--- src/design/cspf_ram.sv ---
`default_nettype none
// ----------------------------------------------------------------------------
// cspf_ram: generic single-write, single-read RAM
// One write port and one read port with registered read data.
// ----------------------------------------------------------------------------
module cspf_ram #(
   parameter int unsigned WIDTH = 8,
   parameter int unsigned DEPTH = 64
) (
   input  wire logic                     clock,
   input  wire logic                     wr_en,
   input  wire logic [$clog2(DEPTH)-1:0] wr_addr,
   input  wire logic [WIDTH-1:0]         wr_data,
   input  wire logic [$clog2(DEPTH)-1:0] rd_addr,
   output logic      [WIDTH-1:0]         rd_data
);

   logic [WIDTH-1:0] mem_ff [DEPTH];
   logic [WIDTH-1:0] rd_data_ff;

   always_ff @(posedge clock) begin
      if (wr_en) begin
         mem_ff[wr_addr] <= wr_data;
      end
      rd_data_ff <= mem_ff[rd_addr];
   end

   assign rd_data = rd_data_ff;

endmodule
`default_nettype wire

--- config.mk ---
export PLATFORM = sky130hd
export DESIGN_NAME = cspf_ram
export DESIGN_NICKNAME = d
export VERILOG_FILES = /design/src/design/cspf_ram.sv
export SDC_FILE = /design/constraint.sdc
export NUM_CORES = 1
export LEC_CHECK = 0
export BUFFER_PORTS_ARGS = -buffer_cell sky130_fd_sc_hd__buf_2
export CAP_MARGIN = 20
export CORE_MARGIN = 8
export CORE_UTILIZATION = 40
export DETAILED_ROUTE_END_ITERATION = 8
export GPL_TIMING_DRIVEN = 0
export MAX_ROUTING_LAYER = met4
export PLACE_DENSITY_LB_ADDON = 0.05
export SLEW_MARGIN = 25
export SYNTH_ARGS = -nofsm -noshare
export SYNTH_HDL_FRONTEND = slang
export SYNTH_SLANG_ARGS = --single-unit
--- constraint.sdc ---
create_clock -name clock -period 3.3 [get_ports clock]
set_input_delay 0.66 -clock clock [delete_from_list [all_inputs] [get_ports clock]]
set_output_delay 0.66 -clock clock [all_outputs]
set_load 0.05 [all_outputs]
# == Word level (Yosys, flattened, before mapping) ==
# Memory sizes are Yosys's and may differ from the RTL's. A register that Yosys moved wholly into a read port is not among the register bits.
# Index checks and enable logic that the tools add are counted.
# op_classes
shifts,0
mux,2
n_div,0
mul,0
reduce_logical,0
eq_ne,0
n_lt_le_gt_ge,0
bitwise_logic,0
add_sub_neg,0
# ops
operator,count
two-way mux 1 bit,2
# word_totals
reg_bits,0
romBits,0
ram_bits,512
mem_count,1
output_inout_bits,8
latchBits,0
# mem_list
memory,words,word_bits,read_ports,rd_ports_with_merged_regs,wr,line,source
mem_ff,64,8,1,1,1,18,logic [WIDTH-1:0] mem_ff [DEPTH];

# == Depth between registers and ports, before layout ==
# logic_depth
ltp_word,2
ltp_mapped,9
mapped_depth_nobuf,5

# == Least setup slack after synthesis ==
# OpenSTA, ideal clock, no wires.
# synth_timing
path_type,input to register
start,input rd_addr[1]
end,register rd_data_ff[3] (netlist: rd_data[3]) (read register of mem_ff)
setup_slack_ps,972
stages,7
setup_time_ps,128
t_required_ps,3172
n_path_buf,3
arrival_ps,2200
cell_sequence,buf_4 > buf_2 > buf_2 > mux4_2 > mux4_2 > o21ai_1 > o41ai_1
# synth_rtl
item,line,source
"start, declared",14,"input wire logic [$clog2(DEPTH)-1:0] rd_addr,"
"end, declared",19,logic [WIDTH-1:0] rd_data_ff;

==> impl_metrics.py <==
metrics = {
    "outcome": {
        "status": "complete, no violations",
    },
    "worst_setup_path": {
        "worst_ep_arrival_time_ps": 3610,
        "crit_path_start_kind": "primary input",
        "criticalPathCategory": "in -> reg",
        "crit_chain": "buf_2 -> buf_4 -> clkbuf_1 -> buf_2 -> o221ai_1 -> o21a_1 -> o41ai_1",
        "crit_path_top_delay_cell": "clkbuf_1",
        "slowest_delay_ps": 760,
        "crit_top_cell": "buf_2",
        "required_ps": 3720,
        "path_max_fanout": 10,
        "worstSetupEndpointType": "flip-flop",
    },
    "logic_synthesis": {
        "syn_nets": 962,
        "syn_avg_cell_area_sq_um": 21.5,
        "synth_top_area_share_pct": 76.2,
        "synth_cell_types": 40,
        "syn_inst": 940,
        "synth_top_area_cell": "edfxtp_1",
        "synth-seq-cells": 520,
        "synth_top_cells_by_area": "edfxtp_1, mux4_2, nor2_1, mux2i_1, dfxtp_1",
        "yosysSeqAreaShare_pct": 77.0,
        "ys.flop_type": "edfxtp_1",
        "synth_edf_count": 512,
        "netlist_area_sq_um": 20200,
        "yosys_warnings": 0,
        "ys_async_sr_fraction_pct": 0,
    },
    "floorplanning": {
        "start_util_pct": 40.4,
        "io-pin-count": 30,
        "die_x_microns": 241,
        "rows": 82,
        "die_y_microns": 241,
        "die-area_sq_um": 57900,
        "coreArea_sq_um": 50000,
    },
    "place": {
        "io_buffers": 21,
        "gp_congestion": 0.873,
        "placed_area_sq_um": 21100,
        "hpwl_mm": 33.7,
    },
    "clocking": {
        "root_buffer": "clkbuf_16",
        "clk_path_buf_depth": 3,
        "htreeDepth": 2,
        "cts_resized": 0,
        "clock_sinks": 520,
        "clk-insertion-delay-late_ps": 600,
        "postCtsSetupRepairBufs": 0,
        "cts_buffers": 54,
        "cts_tree": "done",
        "hold_buffers": 0,
        "path_clk_slew_ps": 60,
    },
    "min_path": {
        "hp-class": "in -> reg",
    },
    "drt": {
        "vias_per_cell": 5.63,
        "vias": 9742,
        "drt_iter0_markers": 1010,
        "wirelength_mm": 53.8,
        "drtAntennaViolNets": 0,
        "detail_route.wl_per_cell_microns": 31.1,
        "first_pass_iters": 5,
        "drc_errors": 0,
    },
    "pwr": {
        "seqPwrFrac_pct": 52.5,
        "peakVddDrop_uv": 395,
        "comb_power_share_pct": 5.7,
        "switching_power_uw": 3020,
        "power.leakage_uw": 0.00703,
        "sw_frac_of_total_pct": 21.7,
        "power.internal_uw": 10900,
        "p_clk_share_pct": 41.8,
        "power_density_nw_per_um2": 612,
    },
    "global_routing": {
        "overflow": 0,
        "grt_pass1_wl_mm": 76.0,
        "gr-usage-met1_pct": 27.5,
        "grt_usage_pct": 19.4,
        "grt.met3_usage_pct": 3.40,
        "antenna_found_initial": 3,
        "top_usage_layer": "met2",
        "grt_pass1_vias": 9803,
        "met2_usage_pct": 28.7,
        "grt_max_degree": 65,
    },
    "sta": {
        "slew_headroom_pct": 31.5,
        "slew_viol_final": 0,
        "grt_setup_unrepaired": "false",
        "period_needed_ps": 3190,
        "fmax_mhz": 314,
        "hold_viol": 0,
        "finClkSkew_ps": 16.7,
        "period_share_pct": 96.6,
        "worst_slew_pin_slew_ps": 1020,
        "setup_viol": 0,
    },
    "final_layout": {
        "drive_gt1_share_pct": 24.7,
        "syn2layout_area_growth_pct": 13.1,
        "final_cell_area_sq_um": 22800,
        "nets": 1039,
        "final_util_pct": 45.7,
    },
    "run": {
        "drv_cap": 0,
    },
}
-- Yosys cell counts (4+ instances only) --
cell and count:
o22ai_1 8, nor2_1 83, mux2_2 13, a211oi_1 4
nand2b_1 7, clkbuf_1 17, buf_2 11, nand2_1 19
mux2i_1 23, dfxtp_1 8, mux4_2 126, nand3_1 13
a221oi_1 6, nor3_1 7, buf_1 4, buf_6 4
nor2b_1 14, edfxtp_1 512, o221ai_1 8, buf_4 13
-- worst max-delay path: cells and delay by family --
| kind | cells | cell delay, ps |
|---|---|---|
| AOI/OAI and AO/OA | 3 | 1100 |
| buffers and inverters | 4 | 1840 |
-- kinds of logic after synthesis --
group,after synthesis,synth area share (%)
multiplexers,162,15.9
buffers and inverters,51,1.57
AND/OR/NAND/NOR,153,3.39
flip-flops,520,77.0
AO/OA/AOI/OAI,54,2.07
-- registers in the layout, indices dropped and copies added (netlist names) --
| register | flops |
|---|---|
| rd_data | 8 |
| mem_ff | 512 |
-- layout make-up --
class                   instances  area (sq um)
flip-flops and latches        520         15500
plain buffers                  51           318
clock inverters                26           188
fillers                      4274         27200
clock buffers                  71          1480
diodes                          1          2.50
repair buffers                 21           125
multi-input cells             369          4330
well taps                     672           841
-- power by group through the flow --
stage          Combinational [uW]  Sequential [uW]  Clock [uW]
2_1_floorplan                 390             7510           0
4_1_cts                       815             7320        5960
6_report                      801             7320        5830
5_1_grt                       845             7320        6190
3_3_place_gp                  803             7460           0
3_5_place_dp                  814             7460           0
-- per-stage QoR --
stage / instances / setup slack (ps) / total power [uW] / TNS (ps) / hold WS, ps
after floorplan: 940 / 972 / 7900 / 0 / 718
after global placement: 1633 / -502 / 8270 / -2590 / 1000
after detailed placement: 1633 / -533 / 8280 / -1950 / 975
after CTS: 1730 / 107 / 14100 / 0 / 502
after global routing: 1731 / 120 / 14400 / 0 / 527
final: 1731 / 113 / 14000 / 0 / 555
-- placed cells by master, fill, tap and decap left out, types with 13 or more instances in the layout --
cell       synthesis  routed
buf_2             11      25
buf_4             13      21
clkbuf_1          17      31
clkbuf_16          0      57
clkinv_1           0      17
edfxtp_1         512     512
mux2_2            13      13
mux2i_1           23      23
mux4_2           126     126
nand2_1           19      19
nand3_1           13      13
nor2_1            83      83
nor2b_1           14      14
-- metal layers --
metal / part of all wire (%) / up-vias
met2: 46 / 319
met4: 2.5 / 0
met5: 0 / -
li1: - / 4089
met1: 45 / 5240
met3: 6.1 / 94
-- path summary, 6_finish.rpt --
check,from,endpoint,depth (start not counted),slack [ps]
min reg2reg,mem_ff[19][0],rd_data[0],4,1010
max,rd_addr[2],rd_data[5],7,110
max reg2reg,mem_ff[21][4],rd_data[4],5,1100
min,rd_addr[5],rd_data[3],2,550
Note: power is estimated with default switching activity, not from simulation.
