`src/design/cspf_pkg.sv`:
```
`default_nettype none
// ----------------------------------------------------------------------------
// cspf_pkg: shared definitions for the call stack function profiler
// Field widths, status codes, sequencer states and the structs that pass
// between the profiler's modules.
// ----------------------------------------------------------------------------
package cspf_pkg;

   // default sizes
   localparam int unsigned NUM_FUNCS_DEF   = 256;
   localparam int unsigned STACK_DEPTH_DEF = 64;

   // field widths
   localparam int unsigned OP_W    = 2;
   localparam int unsigned FID_W   = 8;
   localparam int unsigned TIME_W  = 64;
   localparam int unsigned COUNT_W = 32;
   localparam int unsigned STAT_W  = 2;
   localparam int unsigned DEPTH_W = 6;

   localparam int unsigned REQ_DATA_W = 80;
   localparam int unsigned RSP_DATA_W = 168;

   // opcodes; any other code reads counters
   localparam logic [OP_W-1:0] OP_ENTER = 2'd0;
   localparam logic [OP_W-1:0] OP_EXIT  = 2'd1;

   // status codes
   localparam logic [STAT_W-1:0] STATUS_OK       = 2'd0;
   localparam logic [STAT_W-1:0] STATUS_OVERFLOW = 2'd1;
   localparam logic [STAT_W-1:0] STATUS_MISMATCH = 2'd2;
   localparam logic [STAT_W-1:0] STATUS_BAD_ID   = 2'd3;

   typedef enum logic [3:0] {
      ST_CLEAR,
      ST_IDLE,
      ST_LOOKUP,
      ST_E_FETCH,
      ST_E_SUB,
      ST_E_ADD,
      ST_E_COUNT,
      ST_E_WRITE,
      ST_X_SUB_S,
      ST_X_ADD_S,
      ST_X_SUB_C,
      ST_X_ADD_C,
      ST_X_WRITE,
      ST_DONE
   } state_type;

   // per-function counters, one word of the statistics table
   typedef struct packed {
      logic [COUNT_W-1:0] call_count;
      logic [TIME_W-1:0]  cum_ticks;
      logic [TIME_W-1:0]  self_ticks;
   } stats_type;

   // request to the shared adder
   typedef struct packed {
      logic              op_sub;
      logic [TIME_W-1:0] a;
      logic [TIME_W-1:0] b;
   } alu_req_type;

endpackage
`default_nettype wire

```
`src/design/cspf_alu.sv`:
```
`default_nettype none
// ----------------------------------------------------------------------------
// cspf_alu: shared 64-bit add/subtract unit
// Registered result, available the cycle after the request.
// ----------------------------------------------------------------------------
module cspf_alu (
   input  wire logic                        clock,
   input  wire cspf_pkg::alu_req_type       req,
   output logic [cspf_pkg::TIME_W-1:0]      result
);

   logic [cspf_pkg::TIME_W-1:0] result_ff;

   always_ff @(posedge clock) begin
      if (req.op_sub) begin
         result_ff <= req.a - req.b;
      end else begin
         result_ff <= req.a + req.b;
      end
   end

   assign result = result_ff;

endmodule
`default_nettype wire
```
`config.mk`:
```
export PLATFORM = sky130hd
export DESIGN_NAME = cspf_alu
export DESIGN_NICKNAME = d
export VERILOG_FILES = /design/src/design/cspf_pkg.sv /design/src/design/cspf_alu.sv
export SDC_FILE = /design/constraint.sdc
export NUM_CORES = 1
export LEC_CHECK = 0
export BUFFER_PORTS_ARGS = -buffer_cell sky130_fd_sc_hd__buf_2
export CAP_MARGIN = 10
export CELL_PAD_IN_SITES_DETAIL_PLACEMENT = 1
export CELL_PAD_IN_SITES_GLOBAL_PLACEMENT = 1
export CORE_AREA = 2 2 131 133
export CTS_BUF_LIST = sky130_fd_sc_hd__clkbuf_8
export DETAILED_ROUTE_END_ITERATION = 10
export DIE_AREA = 0 0 133 135
export PLACE_DENSITY_LB_ADDON = 0.1
export SLEW_MARGIN = 20
export SYNTH_ARGS = -nofsm -noshare
export SYNTH_HDL_FRONTEND = slang
export SYNTH_SLANG_ARGS = --single-unit
```
`constraint.sdc`:
```
create_clock -name clock -period 7.6 [get_ports clock]
set_input_delay 1.52 -clock clock [delete_from_list [all_inputs] [get_ports clock]]
set_output_delay 1.52 -clock clock [all_outputs]
set_load 0.005 [all_outputs]
```
=== After elaboration in Yosys (flattened, before gate mapping) ===
Cells that the tools add are included.

* Muxes and demuxes: 1
* $add $sub $neg: 2

{| class="wikitable"
|+ Operators with widths
! cell !! count
|-
| $add 64x64->64 || 1
|-
| $mux 64 || 1
|-
| $sub 64x64->64 || 1
|}

* Logic and storage cells: 4
* Input port bits: 130
* Register bits after elaboration: 64
* Output and inout port bits: 64

=== Longest topological paths before layout ===
Gate-level depths: netlist of the first run.

* Word-level depth: 2
* Depth in mapped cells: 23
* Gate-level depth less buffers: 23

=== Worst setup path after synthesis of the first run ===
OpenSTA, ideal clock, no wires.

* Kind: input to register
* From: input req[19] (netlist name)
* To: register result_ff, in the netlist result[63]
* Stages on the path: 22
* Library setup time: 134 ps
* Data required time: 7466 ps
* Arrival time: 6071 ps
* Path buffers: 1
* Setup slack: 1395 ps
* Cells stage by stage: or4_4 > or4_1 > buf_2 > nor4_4 > and2b_1 > nand3b_1 > nor4_4 > nand2_2 > nor3_4 > a21oi_1 > xnor2_1 > ha_1 > a21oi_1 > o21bai_1 > a21o_1 > a21o_1 > a21o_1 > a21o_1 > a21oi_1 > o31ai_1 > a2111oi_0 > nor3_2

* Longest elaborated chain between the ends: 2
* Elaborated cells on any way between the ends: 3
* Those cells by class: 2 x add/sub; 1 x mux

{| class="wikitable"
|+ Ends and longest elaborated chain
! what !! RTL line !! source
|-
| from (decl) || cspf_alu.sv:8 || <nowiki>input wire cspf_pkg::alu_req_type req,</nowiki>
|-
| $add 64x64->64 / $sub 64x64->64 (equally long branches) || cspf_alu.sv:18, cspf_alu.sv:16 ||
|-
| $mux 64 * || cspf_alu.sv:15 || <nowiki>if (req.op_sub) begin</nowiki>
|-
| to (signal assigned) || cspf_alu.sv:16 || <nowiki>result_ff <= req.a - req.b;</nowiki>
|-
| to (signal assigned) || cspf_alu.sv:18 || <nowiki>result_ff <= req.a + req.b;</nowiki>
|-
| to (decl) || cspf_alu.sv:12 || <nowiki>logic [cspf_pkg::TIME_W-1:0] result_ff;</nowiki>
|}

Every way passes the cells marked *; elsewhere a longest branch is shown, timed or not.

=== Worst setup path in the final report of the first run ===
* From: input req[19] (netlist name)
* To: register result_ff, in the netlist result[62]

The elaborated chain is that of the path after synthesis.

==> metrics, run 1 <==
clk buf depth 2; GR met3 Demand/Resource 0.0342; hold-fix buffers at CTS 0; status completed; pwr dens 200 nW/um^2; fraction of registers with async set/reset 0; first-pass GRT wire length roughly 34000 um; sw frac 0.399; yosys warns 0; top_reg_cell synth dfxtp_1; slowest CP cell a2111oi_0; die extent in x around 130 um; Setup-failing EPs final 0; minimum clock period approximately 6.6 ns; setup bufs post-CTS 0; CTS Root Cell clkbuf_8; Total Routing Usage GR 0.238; Lkg Pwr between 0.003 and 0.004 uW; Max IR drop VDD 0.0853 mV; vias in the first global route roughly 6500; Routed Antenna Nets 0; CP required approximately 7.9 ns; Post-synth EDFFs 0; core area 16400 um^2; f_max around 150 MHz; ANT cells 0; Slew @ Worst Pin between 0.7 and 0.8 ns; Synth Register Bits 64; CP endpoint result[62]$_DFF_P_; Area Growth Syn to Fin 22.0%; port bufs ~190; CTS clk-pin slew, worst paths approximately 0.09 ns; final core occ 0.462; Slew headroom 0.509; average routed wire per standard cell ~18 um; RSZ-0062 raised after global routing false; Synth Area per Inst ~7.7 um^2; total number of placement rows 47; WL final around 21000 um; Placer Congestion roughly 0.88; Buf/Inv on CP 2; Max Cap Viol 0; Max Slew Vio Count 0; CP Launch Point req[19]; max FFs per register 64; Synth Area in Compound Gates 0.247; post-synthesis adder-cell area fraction 0.132; Internal between 900 and 1000 uW; Die Ht about 140 um; Critical Path Source Type input port; switching power ~600 uW; cell class contributing the biggest share of worst-path delay simple AND/OR/NAND/NOR gates; Via Count 6464; Inserted Clock Buffers 9; drt first pass iters 4; sequential area share after synthesis 0.206; Hold Vio Cnt, Final 0; final setup TNS 0 ns; met2 Use GR 0.399; htree depth 3; Starting DRT DRC Count about 380; cell count along the critical path 20; GRT overflow 0; mux contribution to synthesized area 0.00161; Hold Crit Class input port to flop; global routing's busiest layer met2; Via density 5.33; largest stage delay on the critical path about 0.64 ns; syn nets between 1000 and 1500; Resize count post-CTS 0; sequential group share of total power 0.318; Clock Sinks 64; largest net degree at the start of global routing 43; DP HPWL 17900 um; fin nets 1182; initial antenna violation count 0; # DRC 0; CP Max Fanout 6; # fillers between 2000 and 2500; Clock Power Share 0.185; Initial Utilization 0.378; final non-filler cell total ~1200; synthesized area around 6200 um^2; CTS tree built; Mapped Cells between 800 and 900; met1 usage 0.321; IO Count ~190; Hold Slack around 1.5 ns; Synth Area in XOR/XNOR 0.176; part of the cycle the worst path needs 0.869; Gate power share 0.497; crit-path cells buf_2 -> or4_4 -> or4_1 -> nor4_4 -> and2b_1 -> nand3b_1 -> nor4_4 -> a21oi_1 -> xnor2_1 -> ha_1 -> a21o_1 -> a21oi_1 -> nand2_1 -> a2111oi_0 -> a211oi_1 -> a211oi_1 -> buf_4 -> o21ai_1 -> a221oi_1 -> xnor2_1; Critical Path AT 6.90 ns; die area about 18000 um^2; library cells used by synthesis between 60 and 70; fraction of layout cells with a size suffix above 1 0.230; crit end category flop; main combinational cell family by area after synthesis compound AO/OA/AOI/OAI gates; CP Class input port to flop; Inst Count DP approximately 1200; post-synthesis simple-gate area fraction 0.203
-- through the flow --
stage          setup slack [ns]  power [uW]  cell area (um^2)
6_report                  0.998        1510              7570
3_3_place_gp              0.688        1240              7400
3_5_place_dp              0.637        1240              7400
5_1_grt                   0.538        1630              7570
2_1_floorplan              1.40         941              6210
4_1_cts                   0.994        1530              7570
-- layout make-up --
cell class                 count  area [um^2]  area share
multi-input combinational    688         4720       0.623
sequential                    64         1280       0.169
timing repair buffer         201         1040       0.137
tap                          220          275      0.0364
clock buffer                  10          138      0.0182
inverter                      23         86.3      0.0114
clock inverter                 6         36.3     0.00479
-- worst min path at each step --
stage,from,endpoint,slack (ns),depth (start not counted)
after floorplan,req[65],result[1]$_DFF_P_,1.69,1
after global placement,req[65],result[1]$_DFF_P_,1.82,2
after detailed placement,req[65],result[1]$_DFF_P_,1.83,2
after CTS,req[65],result[1]$_DFF_P_,1.46,2
after global routing,req[65],result[1]$_DFF_P_,1.48,2
final,req[0],result[0]$_DFF_P_,1.48,3
-- Yosys cell counts, drive strengths merged, types with 3 or more instances --
library cell	number	share of area
a21oi	103	0.083
xnor2	97	0.14
nor2	85	0.051
dfxtp	64	0.21
ha	64	0.13
nand2	53	0.032
o21ai	36	0.029
a21o	34	0.041
nor3	29	0.026
clkbuf	28	0.017
xor2	27	0.038
inv	23	0.014
a31oi	16	0.017
nand4	16	0.016
nand3	13	0.010
o21bai	13	0.016
a211oi	10	0.012
nor2b	9	0.0091
nor4	9	0.016
and3	6	0.0060
or3	6	0.0060
nand2b	5	0.0050
o211ai	5	0.0060
a2111oi	4	0.0056
and2	4	0.0040
o31ai	4	0.0048
or4	4	0.0054
buf	3	0.0026
nor3b	3	0.0036
o21a	3	0.0036
-- cell families after synthesis --
family	Yosys count
AO/OA/AOI/OAI	248
XOR/XNOR	124
adder cells (fa/ha/maj)	65
buffers and inverters	54
flip-flops	64
multiplexers	1
AND/OR/NAND/NOR	250
-- power by group through the flow --
| stage | registers [uW] | logic [uW] | clock network [uW] |
|---|---|---|---|
| after floorplan | 508 | 433 | 0 |
| after global placement | 489 | 747 | 0 |
| after detailed placement | 490 | 750 | 0 |
| after CTS | 484 | 755 | 290 |
| after global routing | 491 | 832 | 306 |
| final | 482 | 753 | 280 |
-- per-layer routing --
metal	routed length, um	vias up
met4	244	0
met3	1070	13
li1	-	3266
met5	0	-
met2	10100	168
met1	10000	3017
-- cells in the final DEF, fill, tap and decap left out, drive strengths merged, types with 2 or more instances in the layout --
| cell type | n |
|---|---|
| nand2b | 5 |
| or4 | 4 |
| a31oi | 16 |
| o31ai | 4 |
| o211ai | 5 |
| a41oi | 2 |
| o21ai | 36 |
| nand3 | 13 |
| xor2 | 27 |
| nand4 | 16 |
| ha | 64 |
| clkinv | 2 |
| dfxtp | 64 |
| inv | 24 |
| and3 | 6 |
| and2 | 4 |
| nor2 | 85 |
| nor3 | 29 |
| clkinvlp | 3 |
| or3 | 6 |
| and4 | 2 |
| o221ai | 2 |
| o21a | 3 |
| clkbuf | 10 |
| a2111oi | 4 |
| nand2 | 53 |
| a211oi | 10 |
| o21bai | 13 |
| nor4 | 9 |
| a21o | 34 |
| a21oi | 103 |
| nor2b | 9 |
| or2 | 2 |
| buf | 201 |
| xnor2 | 97 |
| nor3b | 3 |
| a311oi | 2 |
No activity file was read; power rests on OpenSTA's default activity.
==> inputs of run 2 (changes only) <==
- ABC_AREA: not set -> 1
- CORE_AREA: 2 2 131 133 -> 2 2 161 163
- DIE_AREA: 0 0 133 135 -> 0 0 163 165
==> metrics, run 2 <==
status completed; Max IR drop VDD 0.0795 mV (-6.7%); Via density 4.84 (-9.3%); Total Routing Usage GR 0.305 (+0.0677); Post-synth EDFFs 0 (unchanged); CTS clk-pin slew, worst paths 0.10 ns (about the same); sequential area share after synthesis 0.135 (-0.0714); WL final 40800 um (+90%); Initial Utilization 0.379 (+0.000610); yosys warns 0 (unchanged); first-pass GRT wire length 61800 um (+83%); Max Cap Viol 0 (unchanged); die area 26900 um^2 (+50%); Hold Crit Class input port to flop; Final WS setup 2.81 ns (+1.81 ns); # DRC 0 (unchanged); Hold Path Cell Cnt 3 (unchanged); Synth Area per Inst 5.12 um^2 (-34%); commonest non-fill, non-tap cells in the layout nand2_1 (771), inv_1 (412), nor2_1 (205), buf_2 (193), nand3_1 (83); average routed wire per standard cell 17.1 um (-3.2%); vias in the first global route 11700 (+79%); final non-filler cell total 2385 (+97%); Starting DRT DRC Count 660 (+76%); Inst Count DP 2368 (+98%); drt first pass iters 5 (+1); clk buf depth 2 (unchanged); most frequent CP cell nand2_1; CP Class input port to flop; CP Max Fanout 5 (-1); total number of placement rows 58 (+23%); most common cell after layout, fill and taps aside nand2_1; minimum clock period 4.79 ns (-1.81 ns); # fillers 3819 (+78%); Via Count 11500 (+78%); part of the cycle the worst path needs 0.631 (-0.238); synth top area cells nand2_1 (31%), inv_1 (16%), dfxtp_1 (14%); crit end category flop; hold-fix buffers at CTS 0 (unchanged); top_reg_cell synth dfxtp_1; top-count cell post-synth nand2_1; htree depth 3 (unchanged); Max Slew Vio Count 0 (unchanged); GRT overflow 0 (unchanged); register area 1280 um^2 (unchanged); final core occ 0.440 (-0.0210); CTS Root Cell clkbuf_8; Resize count post-CTS 0 (unchanged); Critical Path Source Type input port; Die Ht 165 um (+22%); fraction of layout cells with a size suffix above 1 0.118 (-0.112); core area 25000 um^2 (+53%); final setup TNS 0 ns (unchanged); Placer Congestion 0.978 (+11%); Hold Vio Cnt, Final 0 (unchanged); die extent in x 163 um (+23%); largest stage delay on the critical path 0.49 ns (-0.15 ns); RSZ-0062 raised after global routing false; Mapped Cells 1853 (+130%); pwr dens 155 nW/um^2 (-22%); DP HPWL 36600 um (+100%); Inserted Clock Buffers 9 (unchanged); Place WS 2.42 ns (+1.78 ns); CTS tree built; Synth Register Bits 64 (unchanged); crit-path cells buf_2 -> inv_1 -> ha_1 -> inv_1 -> nor2_1 -> nand2_1 -> nor2_2 -> xor2_1 -> nand2_1 -> o21ai_0 -> ha_1 -> nand2_1 -> nor2_1 -> inv_1 -> nor2_1 -> nand2_1 -> nor2_1 -> nand2_1 -> nand4_1 -> nand2_1; slowest CP cell ha_1; synthesized area 9490 um^2 (+53%); Critical Path AT 5.08 ns (-1.82 ns); setup bufs post-CTS 0 (unchanged); max FFs per register 64 (unchanged); Yosys top cell area share 0.305 (+0.0987); area leader, netlist nand2_1; Lkg Pwr 0.00688 uW (+98%); Slew @ Worst Pin 0.918 ns (+0.200 ns); top cells by count, synth nand2_1 (771), inv_1 (412), nor2_1 (205); f_max 209 MHz (+38%); Routed Antenna Nets 0 (unchanged); initial antenna violation count 0 (unchanged); largest net degree at the start of global routing 56 (+30%); fraction of registers with async set/reset 0 (unchanged); Area Growth Syn to Fin 16.3%; port bufs 193 (unchanged); Slew headroom 0.387 (-0.122); Worst Hold End result[0]$_DFF_P_; library cells used by synthesis 38 (-42%); Clock Sinks 64 (unchanged); fin nets 2244 (+90%); area of the multi-input gates 6620 um^2 (+40%); CP required 7.88 ns (-0.02 ns); Setup-failing EPs final 0 (unchanged); syn nets 2048 (+100%); IO Count 194 (unchanged); HP Start req[0]
==> run 2: routing by layer <==
layer | vias to the layer above | wire length, um | GRT usage
met5 | - | 0 | 0
met4 | 0 | 1610 | 0.120
met3 | 66 | 1730 | 0.0311
met2 | 265 | 18600 | 0.525
met1 | 5319 | 18900 | 0.393
li1 | 5883 | - | -
==> run 2: final cells by class <==
cell class | instances | share of cell area
Tap cell | 330 | 0.0374
Multi-Input combinational cell | 1367 | 0.600
Timing Repair Buffer | 193 | 0.0876
Clock inverter | 7 | 0.00647
Sequential cell | 64 | 0.116
Inverter | 414 | 0.141
Clock buffer | 9 | 0.0112
Antenna cell | 1 | 0.000227
==> run 2: cell families (layout without fill, tap and decap cells) <==
kind of cell | Yosys count | in the layout | share of synthesized area
compound gates | 88 | 88 | 0.0500
xor+xnor | 81 | 81 | 0.0748
fa+ha+maj | 65 | 65 | 0.0865
buf+inv | 422 | 623 | 0.167
flops | 64 | 64 | 0.135
other cells | 0 | 1 | 0
simple gates | 1133 | 1133 | 0.486
==> run 2: how the worst max path moves through the flow <==
stage               depth (start not counted)  startpoint                 end
finish                                     20      req[0]  result[52]$_DFF_P_
global route                               22      req[0]  result[56]$_DFF_P_
CTS                                        21      req[0]  result[56]$_DFF_P_
detailed placement                         21      req[0]  result[56]$_DFF_P_
global placement                           21      req[0]  result[56]$_DFF_P_
floorplan                                  20      req[0]  result[56]$_DFF_P_
==> run 2: report_power, final <==
group / switching [uW] / internal, uW
Clock: 180 / 152
Sequential: 28.4 / 435
Combinational: 601 / 314
==> run 2: through the flow <==
stage / power (uW) / instance area (um^2) / hold slack (ns)
6_report: 1710 / 11000 / 1.41
3_5_place_dp: 1380 / 10800 / 1.83
5_1_grt: 1850 / 11000 / 1.43
3_3_place_gp: 1360 / 10800 / 1.82
4_1_cts: 1720 / 11000 / 1.40
2_1_floorplan: 1010 / 9490 / 1.69
==> run 2: critical path: cells and delay by family <==
kind / cells / cell delay, ns
AOI/OAI and AO/OA: 1 / 0.17
buffers and inverters: 4 / 0.46
adders and majority gates: 2 / 0.80
and+or+nand+nor: 12 / 2.01
xor gates and xnor gates: 1 / 0.12
==> inputs of run 3 (changes only) <==
- CORE_AREA: 2 2 161 163 -> 2 2 171 173
- DIE_AREA: 0 0 163 165 -> 0 0 173 175
- clock period: 7.6 -> 4.1 ns (I/O delays scaled with it)
==> metrics, run 3 (synthesis results as in run 2) <==
hold-fix buffers at CTS 0 (unchanged); # DRC 0 (unchanged); fraction of layout cells with a size suffix above 1 0.128 (+0.00977); CP Max Fanout 4 (-1); setup bufs post-CTS 0 (unchanged); Clock Sinks 64 (unchanged); final non-filler cell total 2461 (+3.2%); f_max 268 MHz; largest net degree at the start of global routing 27 (-52%); average routed wire per standard cell 16.9 um (-1.1%); clk buf depth 2 (unchanged); Hold Crit Class input port to flop; port bufs 193 (unchanged); IO Count 194 (unchanged); Buf/Inv on CP 4 (unchanged); Hold Vio Cnt, Final 0 (unchanged); commonest non-fill, non-tap cells in the layout nand2_1 (771), inv_1 (412), nor2_1 (205), buf_2 (193), nand3_1 (83); Initial Utilization 0.334 (-0.0448); Resize count post-CTS 0 (unchanged); most common cell after layout, fill and taps aside nand2_1; core area 28400 um^2 (+13%); total number of placement rows 62 (+6.9%); minimum clock period 3.73 ns; total power 3190 uW (+87%); GRT overflow 0 (unchanged); RSZ-0062 raised after global routing false; design area 11300 um^2 (+2.4%); ANT cells 0 (-1); vias in the first global route 12000 (+2.2%); Starting DRT DRC Count 501 (-24%); DP HPWL 37800 um (+3.2%); die area 30300 um^2 (+13%); CTS clk-pin slew, worst paths 0.09 ns (about the same); die extent in x 173 um (+6.1%); slowest CP cell ha_1; Critical Path Source Type input port; final core occ 0.398 (-0.0429); placed inst area 11100 um^2 (+2.3%); Via Count 11500 (-0.36%); Max IR drop VDD 0.135 mV (+69%); Inserted Clock Buffers 9 (unchanged); Total Routing Usage GR 0.279 (-0.0264); part of the cycle the worst path needs 0.910; Place WS -0.0387 ns (-2.46 ns); CTS tree built; Area Growth Syn to Fin 19.0%; Max Slew Vio Count 0 (unchanged); Routed Antenna Nets 0 (unchanged); Slew headroom 0.635 (+0.248); initial antenna violation count 0 (unchanged); Inst Count DP 2445 (+3.3%); htree depth 3 (unchanged); Slew @ Worst Pin 0.546 ns (-0.372 ns); Placer Congestion 0.955 (-2.3%); cell class contributing the biggest share of worst-path delay simple AND/OR/NAND/NOR gates; max FFs per register 64 (unchanged); most frequent CP cell nand2_1; # fillers 4208 (+10%); crit end category flop; Setup-failing EPs final 0 (unchanged); Final WS setup 0.370 ns (-2.44 ns); pwr dens 283 nW/um^2 (+82%); WL final 41700 um (+2.1%); CP Class input port to flop; crit-path cells buf_2 -> inv_1 -> ha_1 -> inv_1 -> nor2_1 -> nand3_1 -> nor3_1 -> buf_4 -> nand2_1 -> nand2_1 -> nand2_1 -> nand2_1 -> nand2_1 -> ha_1 -> nand2_1 -> nor2_1 -> nand3_1 -> nor2_1 -> and3_1 -> nand2_1 -> nand4_1 -> nand2_1; Critical Path AT 4.01 ns (-1.07 ns); Lkg Pwr 0.00700 uW (+1.9%); first-pass GRT wire length 64800 um (+4.8%); fin nets 2267 (+1.0%); Max Cap Viol 0 (unchanged); CP required 4.38 ns (-3.50 ns); drt first pass iters 5 (unchanged); status completed; Via density 4.67 (-3.4%); largest stage delay on the critical path 0.44 ns (-0.05 ns); CTS Root Cell clkbuf_8; Die Ht 175 um (+6.1%)
## run 3: per-stage QoR
stage / TNS [ns] / hold slack [ns]
after CTS: 0 / 0.692
after global routing: 0 / 0.698
final: 0 / 0.703
after detailed placement: -0.0387 / 1.12
after floorplan: 0 / 0.987
after global placement: 0 / 1.13
## run 3: routing by layer
| layer | up-vias | share of wire | wire [um] | GRT usage |
|---|---|---|---|---|
| li1 | 5931 | - | - | - |
| met1 | 5265 | 0.47 | 19700 | 0.367 |
| met2 | 248 | 0.47 | 19500 | 0.485 |
| met3 | 48 | 0.031 | 1290 | 0.0233 |
| met4 | 0 | 0.027 | 1110 | 0.0851 |
| met5 | - | 0 | 0 | 0 |
## run 3: path summary, 6_finish.rpt
check            endpoint  cells after the start  slack [ns]  startpoint
max    result[56]$_DFF_P_                     22        0.37      req[0]
min     result[0]$_DFF_P_                      3        0.70      req[0]
## run 3: layout make-up
type	instances	area, um^2	share of cell area
Timing Repair Buffer	216	1150	0.102
Multi-Input combinational cell	1367	6620	0.586
Clock inverter	5	55.1	0.00488
Tap cell	384	480	0.0426
Clock buffer	11	151	0.0134
Sequential cell	64	1280	0.113
Inverter	414	1550	0.138
## run 3: report_power, final
| part | switching, uW | internal (uW) | total, uW |
|---|---|---|---|
| clock | 310 | 312 | 622 |
| sequential | 47.6 | 807 | 855 |
| combinational | 1110 | 603 | 1720 |
